<file path="src/sv/yuvrot_pkg.sv">
package yuvrot_pkg;

  // Fixed formats
  localparam int COEF_FRAC_BITS = 14;
  localparam int TWO_F          = 2 * COEF_FRAC_BITS;
  localparam int MAX_DIM        = 4096;
  localparam int COEF_W         = 16;
  localparam int DIM_W          = 13;
  localparam int CNT_W          = 12;
  localparam int ADDR_W         = 25;
  localparam int PLANE_W        = 2;
  localparam int CFG_IDX_W      = 3;
  localparam int OFS_W          = 30;   // plane offsets and a/b terms, signed
  localparam int RE_W           = 46;   // rotated coordinates, Q(2F), signed
  localparam int MA_W           = 31;   // multiplier operand A, signed
  localparam int MB_W           = 17;   // multiplier operand B, signed
  localparam int PROD_W         = MA_W + MB_W;

  localparam logic [PLANE_W-1:0] PLANE_Y = 2'd0;
  localparam logic [PLANE_W-1:0] PLANE_U = 2'd1;
  localparam logic [PLANE_W-1:0] PLANE_V = 2'd2;

  typedef enum logic [CFG_IDX_W-1:0] {
    CFG_COS   = 3'd0,
    CFG_SIN   = 3'd1,
    CFG_SRC_W = 3'd2,
    CFG_SRC_H = 3'd3,
    CFG_DST_W = 3'd4,
    CFG_DST_H = 3'd5
  } cfg_idx_t;

  typedef enum logic [3:0] {
    S_IDLE,
    S_OFS0, S_OFS1, S_OFS2, S_OFS3, S_OFS4,
    S_PIX0, S_PIX1, S_PIX2, S_PIX3, S_PIX4, S_PIX5, S_PIX6, S_PIX7, S_PIX8,
    S_DONE
  } state_t;

  typedef enum logic [3:0] {
    MUL_NONE,
    MUL_SCX_C, MUL_SCY_S, MUL_SCX_S, MUL_SCY_C,
    MUL_A_C, MUL_B_S, MUL_B_C, MUL_A_S,
    MUL_SRC_SZ, MUL_DST_SZ, MUL_ROW_W, MUL_Y_W
  } mul_sel_t;

  typedef enum logic [3:0] {
    ACC_NONE,
    ACC_OFFR_LD, ACC_OFFR_SUB, ACC_OFFI_LD, ACC_OFFI_ADD,
    ACC_RE_LD, ACC_RE_ADD, ACC_IM_LD, ACC_IM_SUB,
    ACC_SRC_SZ, ACC_DST_SZ, ACC_DST_OFS, ACC_SRC_OFS
  } acc_op_t;

  typedef struct packed {
    logic     start;
    mul_sel_t mul;
    acc_op_t  acc;
    logic     load_out;
  } dp_cmd_t;

  typedef struct packed {
    logic plane_start;
  } dp_sts_t;

endpackage

</file>
<file path="src/sv/yuvrot_ctrl.sv">
module yuvrot_ctrl (
  input  logic                 clk,
  input  logic                 rst_n,
  input  logic                 in_valid,
  output logic                 in_ready,
  output logic                 out_valid,
  input  logic                 out_ready,
  input  yuvrot_pkg::dp_sts_t  sts,
  output yuvrot_pkg::dp_cmd_t  cmd
);

  yuvrot_pkg::state_t state_r, state_nxt;
  logic               out_valid_r, out_valid_nxt;

  always_ff @(posedge clk) begin
    if (!rst_n) begin
      state_r     <= yuvrot_pkg::S_IDLE;
      out_valid_r <= 1'b0;
    end else begin
      state_r     <= state_nxt;
      out_valid_r <= out_valid_nxt;
    end
  end

  always_comb begin
    state_nxt    = state_r;
    cmd.start    = 1'b0;
    cmd.mul      = yuvrot_pkg::MUL_NONE;
    cmd.acc      = yuvrot_pkg::ACC_NONE;
    cmd.load_out = 1'b0;
    unique case (state_r)
      yuvrot_pkg::S_IDLE: begin
        if (in_valid) begin
          cmd.start = 1'b1;
          state_nxt = sts.plane_start ? yuvrot_pkg::S_OFS0 : yuvrot_pkg::S_PIX0;
        end
      end
      yuvrot_pkg::S_OFS0: begin
        cmd.mul   = yuvrot_pkg::MUL_SCX_C;
        state_nxt = yuvrot_pkg::S_OFS1;
      end
      yuvrot_pkg::S_OFS1: begin
        cmd.mul   = yuvrot_pkg::MUL_SCY_S;
        cmd.acc   = yuvrot_pkg::ACC_OFFR_LD;
        state_nxt = yuvrot_pkg::S_OFS2;
      end
      yuvrot_pkg::S_OFS2: begin
        cmd.mul   = yuvrot_pkg::MUL_SCX_S;
        cmd.acc   = yuvrot_pkg::ACC_OFFR_SUB;
        state_nxt = yuvrot_pkg::S_OFS3;
      end
      yuvrot_pkg::S_OFS3: begin
        cmd.mul   = yuvrot_pkg::MUL_SCY_C;
        cmd.acc   = yuvrot_pkg::ACC_OFFI_LD;
        state_nxt = yuvrot_pkg::S_OFS4;
      end
      yuvrot_pkg::S_OFS4: begin
        cmd.acc   = yuvrot_pkg::ACC_OFFI_ADD;
        state_nxt = yuvrot_pkg::S_PIX0;
      end
      yuvrot_pkg::S_PIX0: begin
        cmd.mul   = yuvrot_pkg::MUL_A_C;
        state_nxt = yuvrot_pkg::S_PIX1;
      end
      yuvrot_pkg::S_PIX1: begin
        cmd.mul   = yuvrot_pkg::MUL_B_S;
        cmd.acc   = yuvrot_pkg::ACC_RE_LD;
        state_nxt = yuvrot_pkg::S_PIX2;
      end
      yuvrot_pkg::S_PIX2: begin
        cmd.mul   = yuvrot_pkg::MUL_B_C;
        cmd.acc   = yuvrot_pkg::ACC_RE_ADD;
        state_nxt = yuvrot_pkg::S_PIX3;
      end
      yuvrot_pkg::S_PIX3: begin
        cmd.mul   = yuvrot_pkg::MUL_A_S;
        cmd.acc   = yuvrot_pkg::ACC_IM_LD;
        state_nxt = yuvrot_pkg::S_PIX4;
      end
      yuvrot_pkg::S_PIX4: begin
        cmd.mul   = yuvrot_pkg::MUL_SRC_SZ;
        cmd.acc   = yuvrot_pkg::ACC_IM_SUB;
        state_nxt = yuvrot_pkg::S_PIX5;
      end
      yuvrot_pkg::S_PIX5: begin
        cmd.mul   = yuvrot_pkg::MUL_DST_SZ;
        cmd.acc   = yuvrot_pkg::ACC_SRC_SZ;
        state_nxt = yuvrot_pkg::S_PIX6;
      end
      yuvrot_pkg::S_PIX6: begin
        cmd.mul   = yuvrot_pkg::MUL_ROW_W;
        cmd.acc   = yuvrot_pkg::ACC_DST_SZ;
        state_nxt = yuvrot_pkg::S_PIX7;
      end
      yuvrot_pkg::S_PIX7: begin
        cmd.mul   = yuvrot_pkg::MUL_Y_W;
        cmd.acc   = yuvrot_pkg::ACC_DST_OFS;
        state_nxt = yuvrot_pkg::S_PIX8;
      end
      yuvrot_pkg::S_PIX8: begin
        cmd.acc   = yuvrot_pkg::ACC_SRC_OFS;
        state_nxt = yuvrot_pkg::S_DONE;
      end
      yuvrot_pkg::S_DONE: begin
        // hold until the output register is free
        if (!out_valid_r || out_ready) begin
          cmd.load_out = 1'b1;
          state_nxt    = yuvrot_pkg::S_IDLE;
        end
      end
      default: state_nxt = yuvrot_pkg::S_IDLE;
    endcase
  end

  always_comb begin
    if (cmd.load_out) begin
      out_valid_nxt = 1'b1;
    end else if (out_ready) begin
      out_valid_nxt = 1'b0;
    end else begin
      out_valid_nxt = out_valid_r;
    end
  end

  assign in_ready  = (state_r == yuvrot_pkg::S_IDLE);
  assign out_valid = out_valid_r;

endmodule

</file>
<file path="src/sv/yuvrot_dp.sv">
module yuvrot_dp (
  input  logic                                     clk,
  input  logic                                     rst_n,
  input  yuvrot_pkg::dp_cmd_t                      cmd,
  output yuvrot_pkg::dp_sts_t                      sts,
  input  logic                                     in_restart,
  input  logic                                     cfg_valid,
  input  logic [yuvrot_pkg::CFG_IDX_W-1:0]         cfg_index,
  input  logic [yuvrot_pkg::COEF_W-1:0]            cfg_data,
  output logic [yuvrot_pkg::ADDR_W-1:0]            out_src_addr,
  output logic [yuvrot_pkg::ADDR_W-1:0]            out_dst_addr,
  output logic                                     out_src_valid,
  output logic [yuvrot_pkg::PLANE_W-1:0]           out_plane,
  output logic                                     out_frame_last
);

  localparam int F      = yuvrot_pkg::COEF_FRAC_BITS;
  localparam int TWO_F  = yuvrot_pkg::TWO_F;
  localparam int DIM_W  = yuvrot_pkg::DIM_W;
  localparam int CNT_W  = yuvrot_pkg::CNT_W;
  localparam int ADDR_W = yuvrot_pkg::ADDR_W;
  localparam int OFS_W  = yuvrot_pkg::OFS_W;
  localparam int RE_W   = yuvrot_pkg::RE_W;
  localparam int MA_W   = yuvrot_pkg::MA_W;
  localparam int MB_W   = yuvrot_pkg::MB_W;
  localparam int PROD_W = yuvrot_pkg::PROD_W;
  localparam int IP_W   = RE_W - TWO_F;
  localparam logic [DIM_W-1:0] DIM_MAX = DIM_W'(yuvrot_pkg::MAX_DIM);
  localparam logic [RE_W-1:0]  HALF    = RE_W'(1) << (TWO_F - 1);

  // clamp a size register to the largest supported dimension
  function automatic logic [DIM_W-1:0] clamp_dim(input logic [DIM_W-1:0] v);
    return (v > DIM_MAX) ? DIM_MAX : v;
  endfunction

  // {inside, coordinate}: truncation toward zero of (v - 0.5), then bounds
  function automatic logic [DIM_W:0] coord_chk(input logic [RE_W-1:0] t,
                                               input logic [DIM_W-1:0] lim);
    logic [IP_W-1:0]  ip;
    logic             ok;
    logic [DIM_W-1:0] v;
    begin
      ip = t[RE_W-1:TWO_F];
      if (t[RE_W-1]) begin
        // (-1, 0) truncates to zero
        ok = (&ip) && (|t[TWO_F-1:0]) && (lim != '0);
        v  = '0;
      end else begin
        ok = (ip < IP_W'(lim));
        v  = ip[DIM_W-1:0];
      end
      return {ok, v};
    end
  endfunction

  // configuration and walk position
  logic signed [yuvrot_pkg::COEF_W-1:0] cos_r, sin_r;
  logic [DIM_W-1:0]                     sw_r, sh_r, dw_r, dh_r;
  logic [CNT_W-1:0]                     col_r, row_r, col_nxt, row_nxt;
  logic [yuvrot_pkg::PLANE_W-1:0]       pl_r, pl_nxt;

  // arithmetic
  logic signed [OFS_W-1:0]  offr_r, offi_r, offr_nxt, offi_nxt;
  logic signed [PROD_W-1:0] prod_r;
  logic signed [RE_W-1:0]   re_r, im_r, re_nxt, im_nxt;
  logic [ADDR_W-1:0]        ssz_r, dsz_r, sofs_r, dofs_r;
  logic [ADDR_W-1:0]        ssz_nxt, dsz_nxt, sofs_nxt, dofs_nxt;
  logic signed [MA_W-1:0]   mul_a;
  logic signed [MB_W-1:0]   mul_b;

  // output payload
  logic [ADDR_W-1:0]              src_addr_r, dst_addr_r;
  logic                           src_valid_r, frame_last_r;
  logic [yuvrot_pkg::PLANE_W-1:0] plane_r;

  logic [yuvrot_pkg::PLANE_W-1:0] pl_c;
  logic [DIM_W-1:0]               sw_c, sh_c, dw_c, dh_c;
  logic [DIM_W-1:0]               spw, sph, dpw, dph, dpw_raw, dph_raw;
  logic [CNT_W-1:0]               scx, scy, dcx, dcy;
  logic signed [OFS_W-1:0]        a_s, b_s;
  logic [RE_W-1:0]                t_re, t_im;
  logic [DIM_W:0]                 cx, cy;
  logic                           pix_ok, last_col, last_row;
  logic [ADDR_W:0]                sbase, dbase, src_sum, dst_sum;

  // plane geometry
  always_comb begin
    pl_c = (pl_r > yuvrot_pkg::PLANE_V) ? yuvrot_pkg::PLANE_V : pl_r;
    sw_c = clamp_dim(sw_r);
    sh_c = clamp_dim(sh_r);
    dw_c = clamp_dim(dw_r);
    dh_c = clamp_dim(dh_r);
    if (pl_c == yuvrot_pkg::PLANE_Y) begin
      spw = sw_c;  sph = sh_c;  dpw_raw = dw_c;  dph_raw = dh_c;
    end else begin
      spw = sw_c >> 1;  sph = sh_c >> 1;  dpw_raw = dw_c >> 1;  dph_raw = dh_c >> 1;
    end
    dpw = (dpw_raw == '0) ? DIM_W'(1) : dpw_raw;
    dph = (dph_raw == '0) ? DIM_W'(1) : dph_raw;
    scx = spw[DIM_W-1:1];
    scy = sph[DIM_W-1:1];
    dcx = dpw[DIM_W-1:1];
    dcy = dph[DIM_W-1:1];
  end

  assign sts.plane_start = in_restart || ((col_r == '0) && (row_r == '0));

  assign a_s = OFS_W'({col_r, {F{1'b0}}}) + offr_r;
  assign b_s = OFS_W'({row_r, {F{1'b0}}}) + offi_r;

  assign t_re = re_r - HALF;
  assign t_im = im_r - HALF;
  assign cx   = coord_chk(t_re, spw);
  assign cy   = coord_chk(t_im, sph);
  assign pix_ok = cx[DIM_W] && cy[DIM_W];

  // shared multiplier operand selection
  always_comb begin
    mul_a = '0;
    mul_b = '0;
    unique case (cmd.mul)
      yuvrot_pkg::MUL_NONE:   begin mul_a = '0;            mul_b = '0;            end
      yuvrot_pkg::MUL_SCX_C:  begin mul_a = MA_W'(scx);    mul_b = MB_W'(cos_r);  end
      yuvrot_pkg::MUL_SCY_S:  begin mul_a = MA_W'(scy);    mul_b = MB_W'(sin_r);  end
      yuvrot_pkg::MUL_SCX_S:  begin mul_a = MA_W'(scx);    mul_b = MB_W'(sin_r);  end
      yuvrot_pkg::MUL_SCY_C:  begin mul_a = MA_W'(scy);    mul_b = MB_W'(cos_r);  end
      yuvrot_pkg::MUL_A_C:    begin mul_a = MA_W'(a_s);    mul_b = MB_W'(cos_r);  end
      yuvrot_pkg::MUL_B_S:    begin mul_a = MA_W'(b_s);    mul_b = MB_W'(sin_r);  end
      yuvrot_pkg::MUL_B_C:    begin mul_a = MA_W'(b_s);    mul_b = MB_W'(cos_r);  end
      yuvrot_pkg::MUL_A_S:    begin mul_a = MA_W'(a_s);    mul_b = MB_W'(sin_r);  end
      yuvrot_pkg::MUL_SRC_SZ: begin mul_a = MA_W'(sw_c);   mul_b = MB_W'(sh_c);   end
      yuvrot_pkg::MUL_DST_SZ: begin mul_a = MA_W'(dw_c);   mul_b = MB_W'(dh_c);   end
      yuvrot_pkg::MUL_ROW_W:  begin mul_a = MA_W'(row_r);  mul_b = MB_W'(dpw);    end
      yuvrot_pkg::MUL_Y_W:    begin mul_a = MA_W'(cy[DIM_W-1:0]); mul_b = MB_W'(spw); end
      default:                begin mul_a = '0;            mul_b = '0;            end
    endcase
  end

  // accumulate the previous cycle's product
  always_comb begin
    offr_nxt = offr_r;
    offi_nxt = offi_r;
    re_nxt   = re_r;
    im_nxt   = im_r;
    ssz_nxt  = ssz_r;
    dsz_nxt  = dsz_r;
    sofs_nxt = sofs_r;
    dofs_nxt = dofs_r;
    unique case (cmd.acc)
      yuvrot_pkg::ACC_NONE:     ;
      yuvrot_pkg::ACC_OFFR_LD:  offr_nxt = OFS_W'(prod_r) - OFS_W'({dcx, {F{1'b0}}});
      yuvrot_pkg::ACC_OFFR_SUB: offr_nxt = offr_r - OFS_W'(prod_r);
      yuvrot_pkg::ACC_OFFI_LD:  offi_nxt = OFS_W'(prod_r) - OFS_W'({dcy, {F{1'b0}}});
      yuvrot_pkg::ACC_OFFI_ADD: offi_nxt = offi_r + OFS_W'(prod_r);
      yuvrot_pkg::ACC_RE_LD:    re_nxt   = RE_W'(prod_r);
      yuvrot_pkg::ACC_RE_ADD:   re_nxt   = re_r + RE_W'(prod_r);
      yuvrot_pkg::ACC_IM_LD:    im_nxt   = RE_W'(prod_r);
      yuvrot_pkg::ACC_IM_SUB:   im_nxt   = im_r - RE_W'(prod_r);
      yuvrot_pkg::ACC_SRC_SZ:   ssz_nxt  = prod_r[ADDR_W-1:0];
      yuvrot_pkg::ACC_DST_SZ:   dsz_nxt  = prod_r[ADDR_W-1:0];
      yuvrot_pkg::ACC_DST_OFS:  dofs_nxt = prod_r[ADDR_W-1:0];
      yuvrot_pkg::ACC_SRC_OFS:  sofs_nxt = prod_r[ADDR_W-1:0];
      default:                  ;
    endcase
  end

  // addresses and walk advance
  always_comb begin
    if (pl_c == yuvrot_pkg::PLANE_Y) begin
      sbase = '0;
      dbase = '0;
    end else if (pl_c == yuvrot_pkg::PLANE_U) begin
      sbase = (ADDR_W+1)'(ssz_r);
      dbase = (ADDR_W+1)'(dsz_r);
    end else begin
      sbase = (ADDR_W+1)'(ssz_r) + (ADDR_W+1)'(ssz_r >> 2);
      dbase = (ADDR_W+1)'(dsz_r) + (ADDR_W+1)'(dsz_r >> 2);
    end
    src_sum  = sbase + (ADDR_W+1)'(sofs_r) + (ADDR_W+1)'(cx[DIM_W-1:0]);
    dst_sum  = dbase + (ADDR_W+1)'(dofs_r) + (ADDR_W+1)'(col_r);
    last_col = ((DIM_W'(col_r) + DIM_W'(1)) >= dpw);
    last_row = ((DIM_W'(row_r) + DIM_W'(1)) >= dph);

    col_nxt = col_r;
    row_nxt = row_r;
    pl_nxt  = pl_r;
    if (cmd.start && in_restart) begin
      col_nxt = '0;
      row_nxt = '0;
      pl_nxt  = yuvrot_pkg::PLANE_Y;
    end else if (cmd.load_out) begin
      if (!last_col) begin
        col_nxt = col_r + CNT_W'(1);
      end else begin
        col_nxt = '0;
        if (!last_row) begin
          row_nxt = row_r + CNT_W'(1);
        end else begin
          row_nxt = '0;
          pl_nxt  = (pl_c >= yuvrot_pkg::PLANE_V) ? yuvrot_pkg::PLANE_Y : pl_c + 2'd1;
        end
      end
    end
  end

  always_ff @(posedge clk) begin
    if (!rst_n) begin
      cos_r <= 16'sd16384;
      sin_r <= '0;
      sw_r  <= DIM_W'(352);
      sh_r  <= DIM_W'(288);
      dw_r  <= DIM_W'(288);
      dh_r  <= DIM_W'(352);
      col_r <= '0;
      row_r <= '0;
      pl_r  <= yuvrot_pkg::PLANE_Y;
    end else begin
      col_r <= col_nxt;
      row_r <= row_nxt;
      pl_r  <= pl_nxt;
      if (cfg_valid) begin
        unique case (yuvrot_pkg::cfg_idx_t'(cfg_index))
          yuvrot_pkg::CFG_COS:   cos_r <= cfg_data;
          yuvrot_pkg::CFG_SIN:   sin_r <= cfg_data;
          yuvrot_pkg::CFG_SRC_W: sw_r  <= cfg_data[DIM_W-1:0];
          yuvrot_pkg::CFG_SRC_H: sh_r  <= cfg_data[DIM_W-1:0];
          yuvrot_pkg::CFG_DST_W: dw_r  <= cfg_data[DIM_W-1:0];
          yuvrot_pkg::CFG_DST_H: dh_r  <= cfg_data[DIM_W-1:0];
          default:               ;
        endcase
      end
    end
  end

  always_ff @(posedge clk) begin
    prod_r <= mul_a * mul_b;
    offr_r <= offr_nxt;
    offi_r <= offi_nxt;
    re_r   <= re_nxt;
    im_r   <= im_nxt;
    ssz_r  <= ssz_nxt;
    dsz_r  <= dsz_nxt;
    sofs_r <= sofs_nxt;
    dofs_r <= dofs_nxt;
    if (cmd.load_out) begin
      src_addr_r   <= pix_ok ? src_sum[ADDR_W-1:0] : '0;
      dst_addr_r   <= dst_sum[ADDR_W-1:0];
      src_valid_r  <= pix_ok;
      plane_r      <= pl_c;
      frame_last_r <= (pl_c == yuvrot_pkg::PLANE_V) && last_col && last_row;
    end
  end

  assign out_src_addr   = src_addr_r;
  assign out_dst_addr   = dst_addr_r;
  assign out_src_valid  = src_valid_r;
  assign out_plane      = plane_r;
  assign out_frame_last = frame_last_r;

endmodule

</file>
<file path="src/sv/yuv420_rotate_address_generator_core.sv">
// Requests are served one at a time, with the plane offset steps added at a plane start;
//   the pace is set by the single shared 31x17 multiplier, which carries every product
//   of a pixel in turn.
// Reset: synchronous, active low; walk returns to Y pixel (0,0), config registers take defaults.
// The output register frees the input side: a new request is taken while a result waits.
module yuv420_rotate_address_generator_core (
  input  logic                                 clk,
  input  logic                                 rst_n,
  // request channel
  input  logic                                 in_valid,
  output logic                                 in_ready,
  input  logic                                 in_restart,
  // result channel
  output logic                                 out_valid,
  input  logic                                 out_ready,
  output logic [yuvrot_pkg::ADDR_W-1:0]        out_src_addr,
  output logic [yuvrot_pkg::ADDR_W-1:0]        out_dst_addr,
  output logic                                 out_src_valid,
  output logic [yuvrot_pkg::PLANE_W-1:0]       out_plane,
  output logic                                 out_frame_last,
  // register write channel
  input  logic                                 cfg_valid,
  output logic                                 cfg_ready,
  input  logic [yuvrot_pkg::CFG_IDX_W-1:0]     cfg_index,
  input  logic [yuvrot_pkg::COEF_W-1:0]        cfg_data
);

  yuvrot_pkg::dp_cmd_t cmd;
  yuvrot_pkg::dp_sts_t sts;

  // Registers are always writable; the user must change them only between requests, the block does not enforce it.
  assign cfg_ready = 1'b1;

  // Sequencer: per request it steps the multiplier through the plane offsets
  // (only at pixel (0,0) of a plane or on a restart), the rotated coordinates, the plane sizes
  // and the row products, then waits for the output register to drain.
  yuvrot_ctrl u_ctrl (
    .clk       (clk),
    .rst_n     (rst_n),
    .in_valid  (in_valid),
    .in_ready  (in_ready),
    .out_valid (out_valid),
    .out_ready (out_ready),
    .sts       (sts),
    .cmd       (cmd)
  );

  // Datapath: register file, walk counters, shared multiplier with its
  // accumulators, bounds check and address adders, plus the result register.
  yuvrot_dp u_dp (
    .clk            (clk),
    .rst_n          (rst_n),
    .cmd            (cmd),
    .sts            (sts),
    .in_restart     (in_restart),
    .cfg_valid      (cfg_valid && cfg_ready),
    .cfg_index      (cfg_index),
    .cfg_data       (cfg_data),
    .out_src_addr   (out_src_addr),
    .out_dst_addr   (out_dst_addr),
    .out_src_valid  (out_src_valid),
    .out_plane      (out_plane),
    .out_frame_last (out_frame_last)
  );

endmodule

</file>
<file path="config.mk">
export PLATFORM = sky130hd
export DESIGN_NAME = yuv420_rotate_address_generator_core
export DESIGN_NICKNAME = d
export VERILOG_FILES = /design/src/sv/yuvrot_pkg.sv /design/src/sv/yuvrot_ctrl.sv /design/src/sv/yuvrot_dp.sv /design/src/sv/yuv420_rotate_address_generator_core.sv
export SDC_FILE = /design/constraint.sdc
export NUM_CORES = 2
export LEC_CHECK = 0
export ABC_CLOCK_PERIOD_IN_PS = 17600
export BUFFER_PORTS_ARGS = -buffer_cell sky130_fd_sc_hd__buf_2
export CORE_MARGIN = 2
export CORE_UTILIZATION = 40
export CTS_BUF_LIST = sky130_fd_sc_hd__clkbuf_4 sky130_fd_sc_hd__clkbuf_8
export CTS_CLUSTER_SIZE = 14
export DETAILED_ROUTE_END_ITERATION = 7
export GPL_ROUTABILITY_DRIVEN = 0
export PLACE_DENSITY_LB_ADDON = 0.25
export SYNTH_ARGS = -nofsm -noshare
export SYNTH_HDL_FRONTEND = slang
export SYNTH_SLANG_ARGS = --single-unit
</file>
<file path="constraint.sdc">
create_clock -name clk -period 17.6 [get_ports clk]
set_input_delay 2.64 -clock clk [delete_from_list [all_inputs] [get_ports clk]]
set_output_delay 2.64 -clock clk [all_outputs]
set_load 0.1 [all_outputs]
</file>
==> impl_metrics.tcl <==
set metrics [dict create \
    status "complete, no violations" \
    synth_edf_count 306 \
    cts_setup_buffers 0 \
    power.internal_mw 2.07 \
    clk_latency_ns 0.77 \
    synth_warnings 0 \
    cts.repair.resized 0 \
    combPwrFrac 0.215 \
    critPathLaunch "u_ctrl.state_r[1]" \
    clkSlewWorstSetupHoldPaths_ns 0.07 \
    critPathKind "flip-flop to flip-flop" \
    syn_inst 6145 \
    clkSinkCount 467 \
    setup_violations 0 \
    core-area_mm2 0.133 \
    worstHoldStart "u_dp.sin_r[8]" \
    dp.cells 7891 \
    crit_buf_inv 3 \
    grt_first_pass_wirelength_um 270000 \
    drtIter0Drc 4498 \
    cp-start-kind "flip-flop" \
    cts_max_path_buffers 3 \
    crit_fanout 98 \
    hold_class "flip-flop to flip-flop" \
    crit_path_top_delay_cell "a221oi_2" \
    drive_above_1_share 0.0670 \
    cpPeakStageDelay_ns 0.86 \
    gr-usage-all-layers 0.258 \
    regArea_mm2 0.0124 \
    dieWidth_um 370 \
    worst_pin_slew_ns 1.32 \
    antenna_found_initial 7 \
    fmax_mhz 96.9 \
    nFillCells 13100 \
    relSlewSlack 0.119 \
    cts-buffers-inserted 85 \
    wl_um 180000 \
    async_reset_ff_frac 0 \
    via_per_inst 5.67 \
    min_period_ns 10.32 \
    cpMostUsedCell "fa_1" \
    fin_util 0.437 \
    synth.ff_latch_count 467 \
    initial_core_util 0.403 \
    skew_ns 0.0626 \
    io_pins 82 \
    synthesis.area_mm2 0.0537 \
    hold_viol 0 \
    syn_to_final_growth_pct 8.54 \
    p_leak_nw 25.5 \
    dp_hpwl_um 138000 \
    drv_slew 0 \
    ant_nets 0 \
    fp-row-count 134 \
    syn_nets 7168 \
    overflow 0 \
    grt_start_max_net_pins 99 \
    synth.avg_cell_area_um2 8.73 \
    htree_levels 3 \
    cts_hold_buf 0 \
    timing.rr.start "u_ctrl.state_r[1]" \
    holdWs_ns 0.465 \
    required_ns 18.20 \
    min_period_over_period 0.587 \
    rsz0062_at_grt "no" \
    swShare 0.328 \
    drc_errors 0 \
    switchingPower_mw 1.01 \
    route.detailed.wl_per_inst_um 22.3 \
    synth_ff_type "edfxtp_1" \
    synth.distinct_cells 94 \
    die_h_um 370 \
    ir_drop_mv 0.0489 \
    fin_tns_setup_ns 0 \
    yosysSeqAreaShare 0.231 \
    first_pass_iters 6 \
    instances_no_fill 8051 \
    die_area_mm2 0.137 \
    endpoint_kind "flip-flop" \
    crit_family "compound AO/OA/AOI/OAI gates" \
    pre_cts_ws_ns 7.44 \
    root_buffer "clkbuf_8" \
    power_frac_clock 0.380 \
    cts_tree "built" \
    grt_pass1_vias 44600 \
    final_nets 7233 \
    num_vias 45700 \
    seqPwrFrac 0.405 \
    multiInputGateArea_mm2 0.0377 \
    port_buffers 80 \
    cap_violations 0 \
    fin_ws_ns 7.28 \
    power_density_mw_per_mm2 53.0 \
    crit_arrival_ns 10.93 \
]
## area by class of cell
| cell class | instances | share of cell area |
|---|---|---|
| clock buffer | 110 | 0.0243 |
| multi-input combinational | 4686 | 0.646 |
| clock inverter | 48 | 0.00784 |
| inverter | 795 | 0.0513 |
| sequential | 467 | 0.213 |
| timing repair buffer | 175 | 0.0191 |
| antenna | 2 | 0.0000859 |
| tap | 1768 | 0.0380 |
## Yosys cell counts, types with 92 or more instances
| cell | n | area, µm² |
|---|---|---|
| o21ai_0 | 337 | 1690 |
| nor2_1 | 538 | 2020 |
| ha_1 | 476 | 5960 |
| a21o_1 | 185 | 1390 |
| a21oi_1 | 288 | 1440 |
| edfxtp_1 | 306 | 9190 |
| a21boi_0 | 94 | 706 |
| fa_1 | 522 | 10500 |
| xnor2_1 | 182 | 1590 |
| nand2_1 | 811 | 3040 |
| clkbuf_1 | 179 | 672 |
| xor2_1 | 138 | 1210 |
| dfxtp_1 | 161 | 3220 |
| nand3_1 | 92 | 460 |
| inv_1 | 794 | 2980 |
## kinds of logic after synthesis
group / count (synthesis) / synth area share
AND/OR/NAND/NOR: 1943 / 0.163
AO/OA/AOI/OAI: 1393 / 0.172
adder cells (fa/ha/maj): 998 / 0.306
buffers and inverters: 992 / 0.0699
flip-flops: 467 / 0.231
XOR/XNOR: 322 / 0.0528
multiplexers: 29 / 0.00555
other: 1 / 0.0000699
## tightest hold or removal path, cell delays in order (launching register included)
cell      delay [ns]
dfxtp_1         0.31
nand2_1         0.04
a21boi_0        0.06
## layout by cell type (no fill, tap or decap), drive strengths merged, types with 40 or more instances in the layout
master and n:
nand2 811, inv 797, nor2 539, fa 522, ha 476, o21ai 343, edfxtp 306, a21oi 290
a21o 185, xnor2 182, buf 175, dfxtp 161, xor2 140, clkbuf 110, a21boi 96, nand3 92
nor3 87, nand2b 57, and3 52, o21a 52, a22oi 46, nor2b 45, nand4 41, nor4 41
or3 40
## sequential cells by signal (all words and copies together) (netlist names), 2 cells and up
| signal | flops |
|---|---|
| u_ctrl.state_r | 4 |
| u_dp.col_r | 12 |
| u_dp.cos_r | 16 |
| u_dp.dh_r | 13 |
| u_dp.dofs_r | 25 |
| u_dp.dsz_r | 25 |
| u_dp.dw_r | 13 |
| u_dp.im_r | 46 |
| u_dp.offi_r | 30 |
| u_dp.offr_r | 30 |
| u_dp.out_dst_addr | 25 |
| u_dp.out_plane | 2 |
| u_dp.out_src_addr | 25 |
| u_dp.pl_r | 2 |
| u_dp.prod_r | 46 |
| u_dp.re_r | 46 |
| u_dp.row_r | 12 |
| u_dp.sh_r | 13 |
| u_dp.sin_r | 16 |
| u_dp.sofs_r | 25 |
| u_dp.ssz_r | 25 |
| u_dp.sw_r | 13 |
## stage by stage
step / cell area [µm²] / power, mW
global route: 58300 / 3.21
floorplan: 53700 / 1.69
CTS: 58200 / 3.09
detailed placement: 56400 / 1.92
global placement: 56400 / 1.91
finish: 58300 / 3.09
## worst paths after layout
path / to / cells past startpoint / slack [ns]
worst max register to register: u_dp.prod_r[41] / 28 / 7.28
worst max-delay path: u_dp.prod_r[41] / 28 / 7.28
worst min register to register: u_dp.sin_r[8] / 2 / 0.47
worst min-delay path: u_dp.sin_r[8] / 2 / 0.47
## per-layer routing
layer  vias to the layer above  share of wire  global-route usage
met5                         -        0.00016                   0
met2                      1871           0.45               0.416
li1                      21100              -                   -
met1                     22200           0.41               0.339
met3                       469          0.085              0.0445
met4                         4          0.052               0.117
## power by group through the flow
stage | combinational (mW) | sequential [mW] | clock [mW]
floorplan | 0.443 | 1.25 | 0
global placement | 0.640 | 1.27 | 0
detailed placement | 0.646 | 1.27 | 0
CTS | 0.650 | 1.25 | 1.19
global route | 0.723 | 1.25 | 1.24
finish | 0.664 | 1.25 | 1.17
No activity file was read; power rests on OpenSTA's default activity.
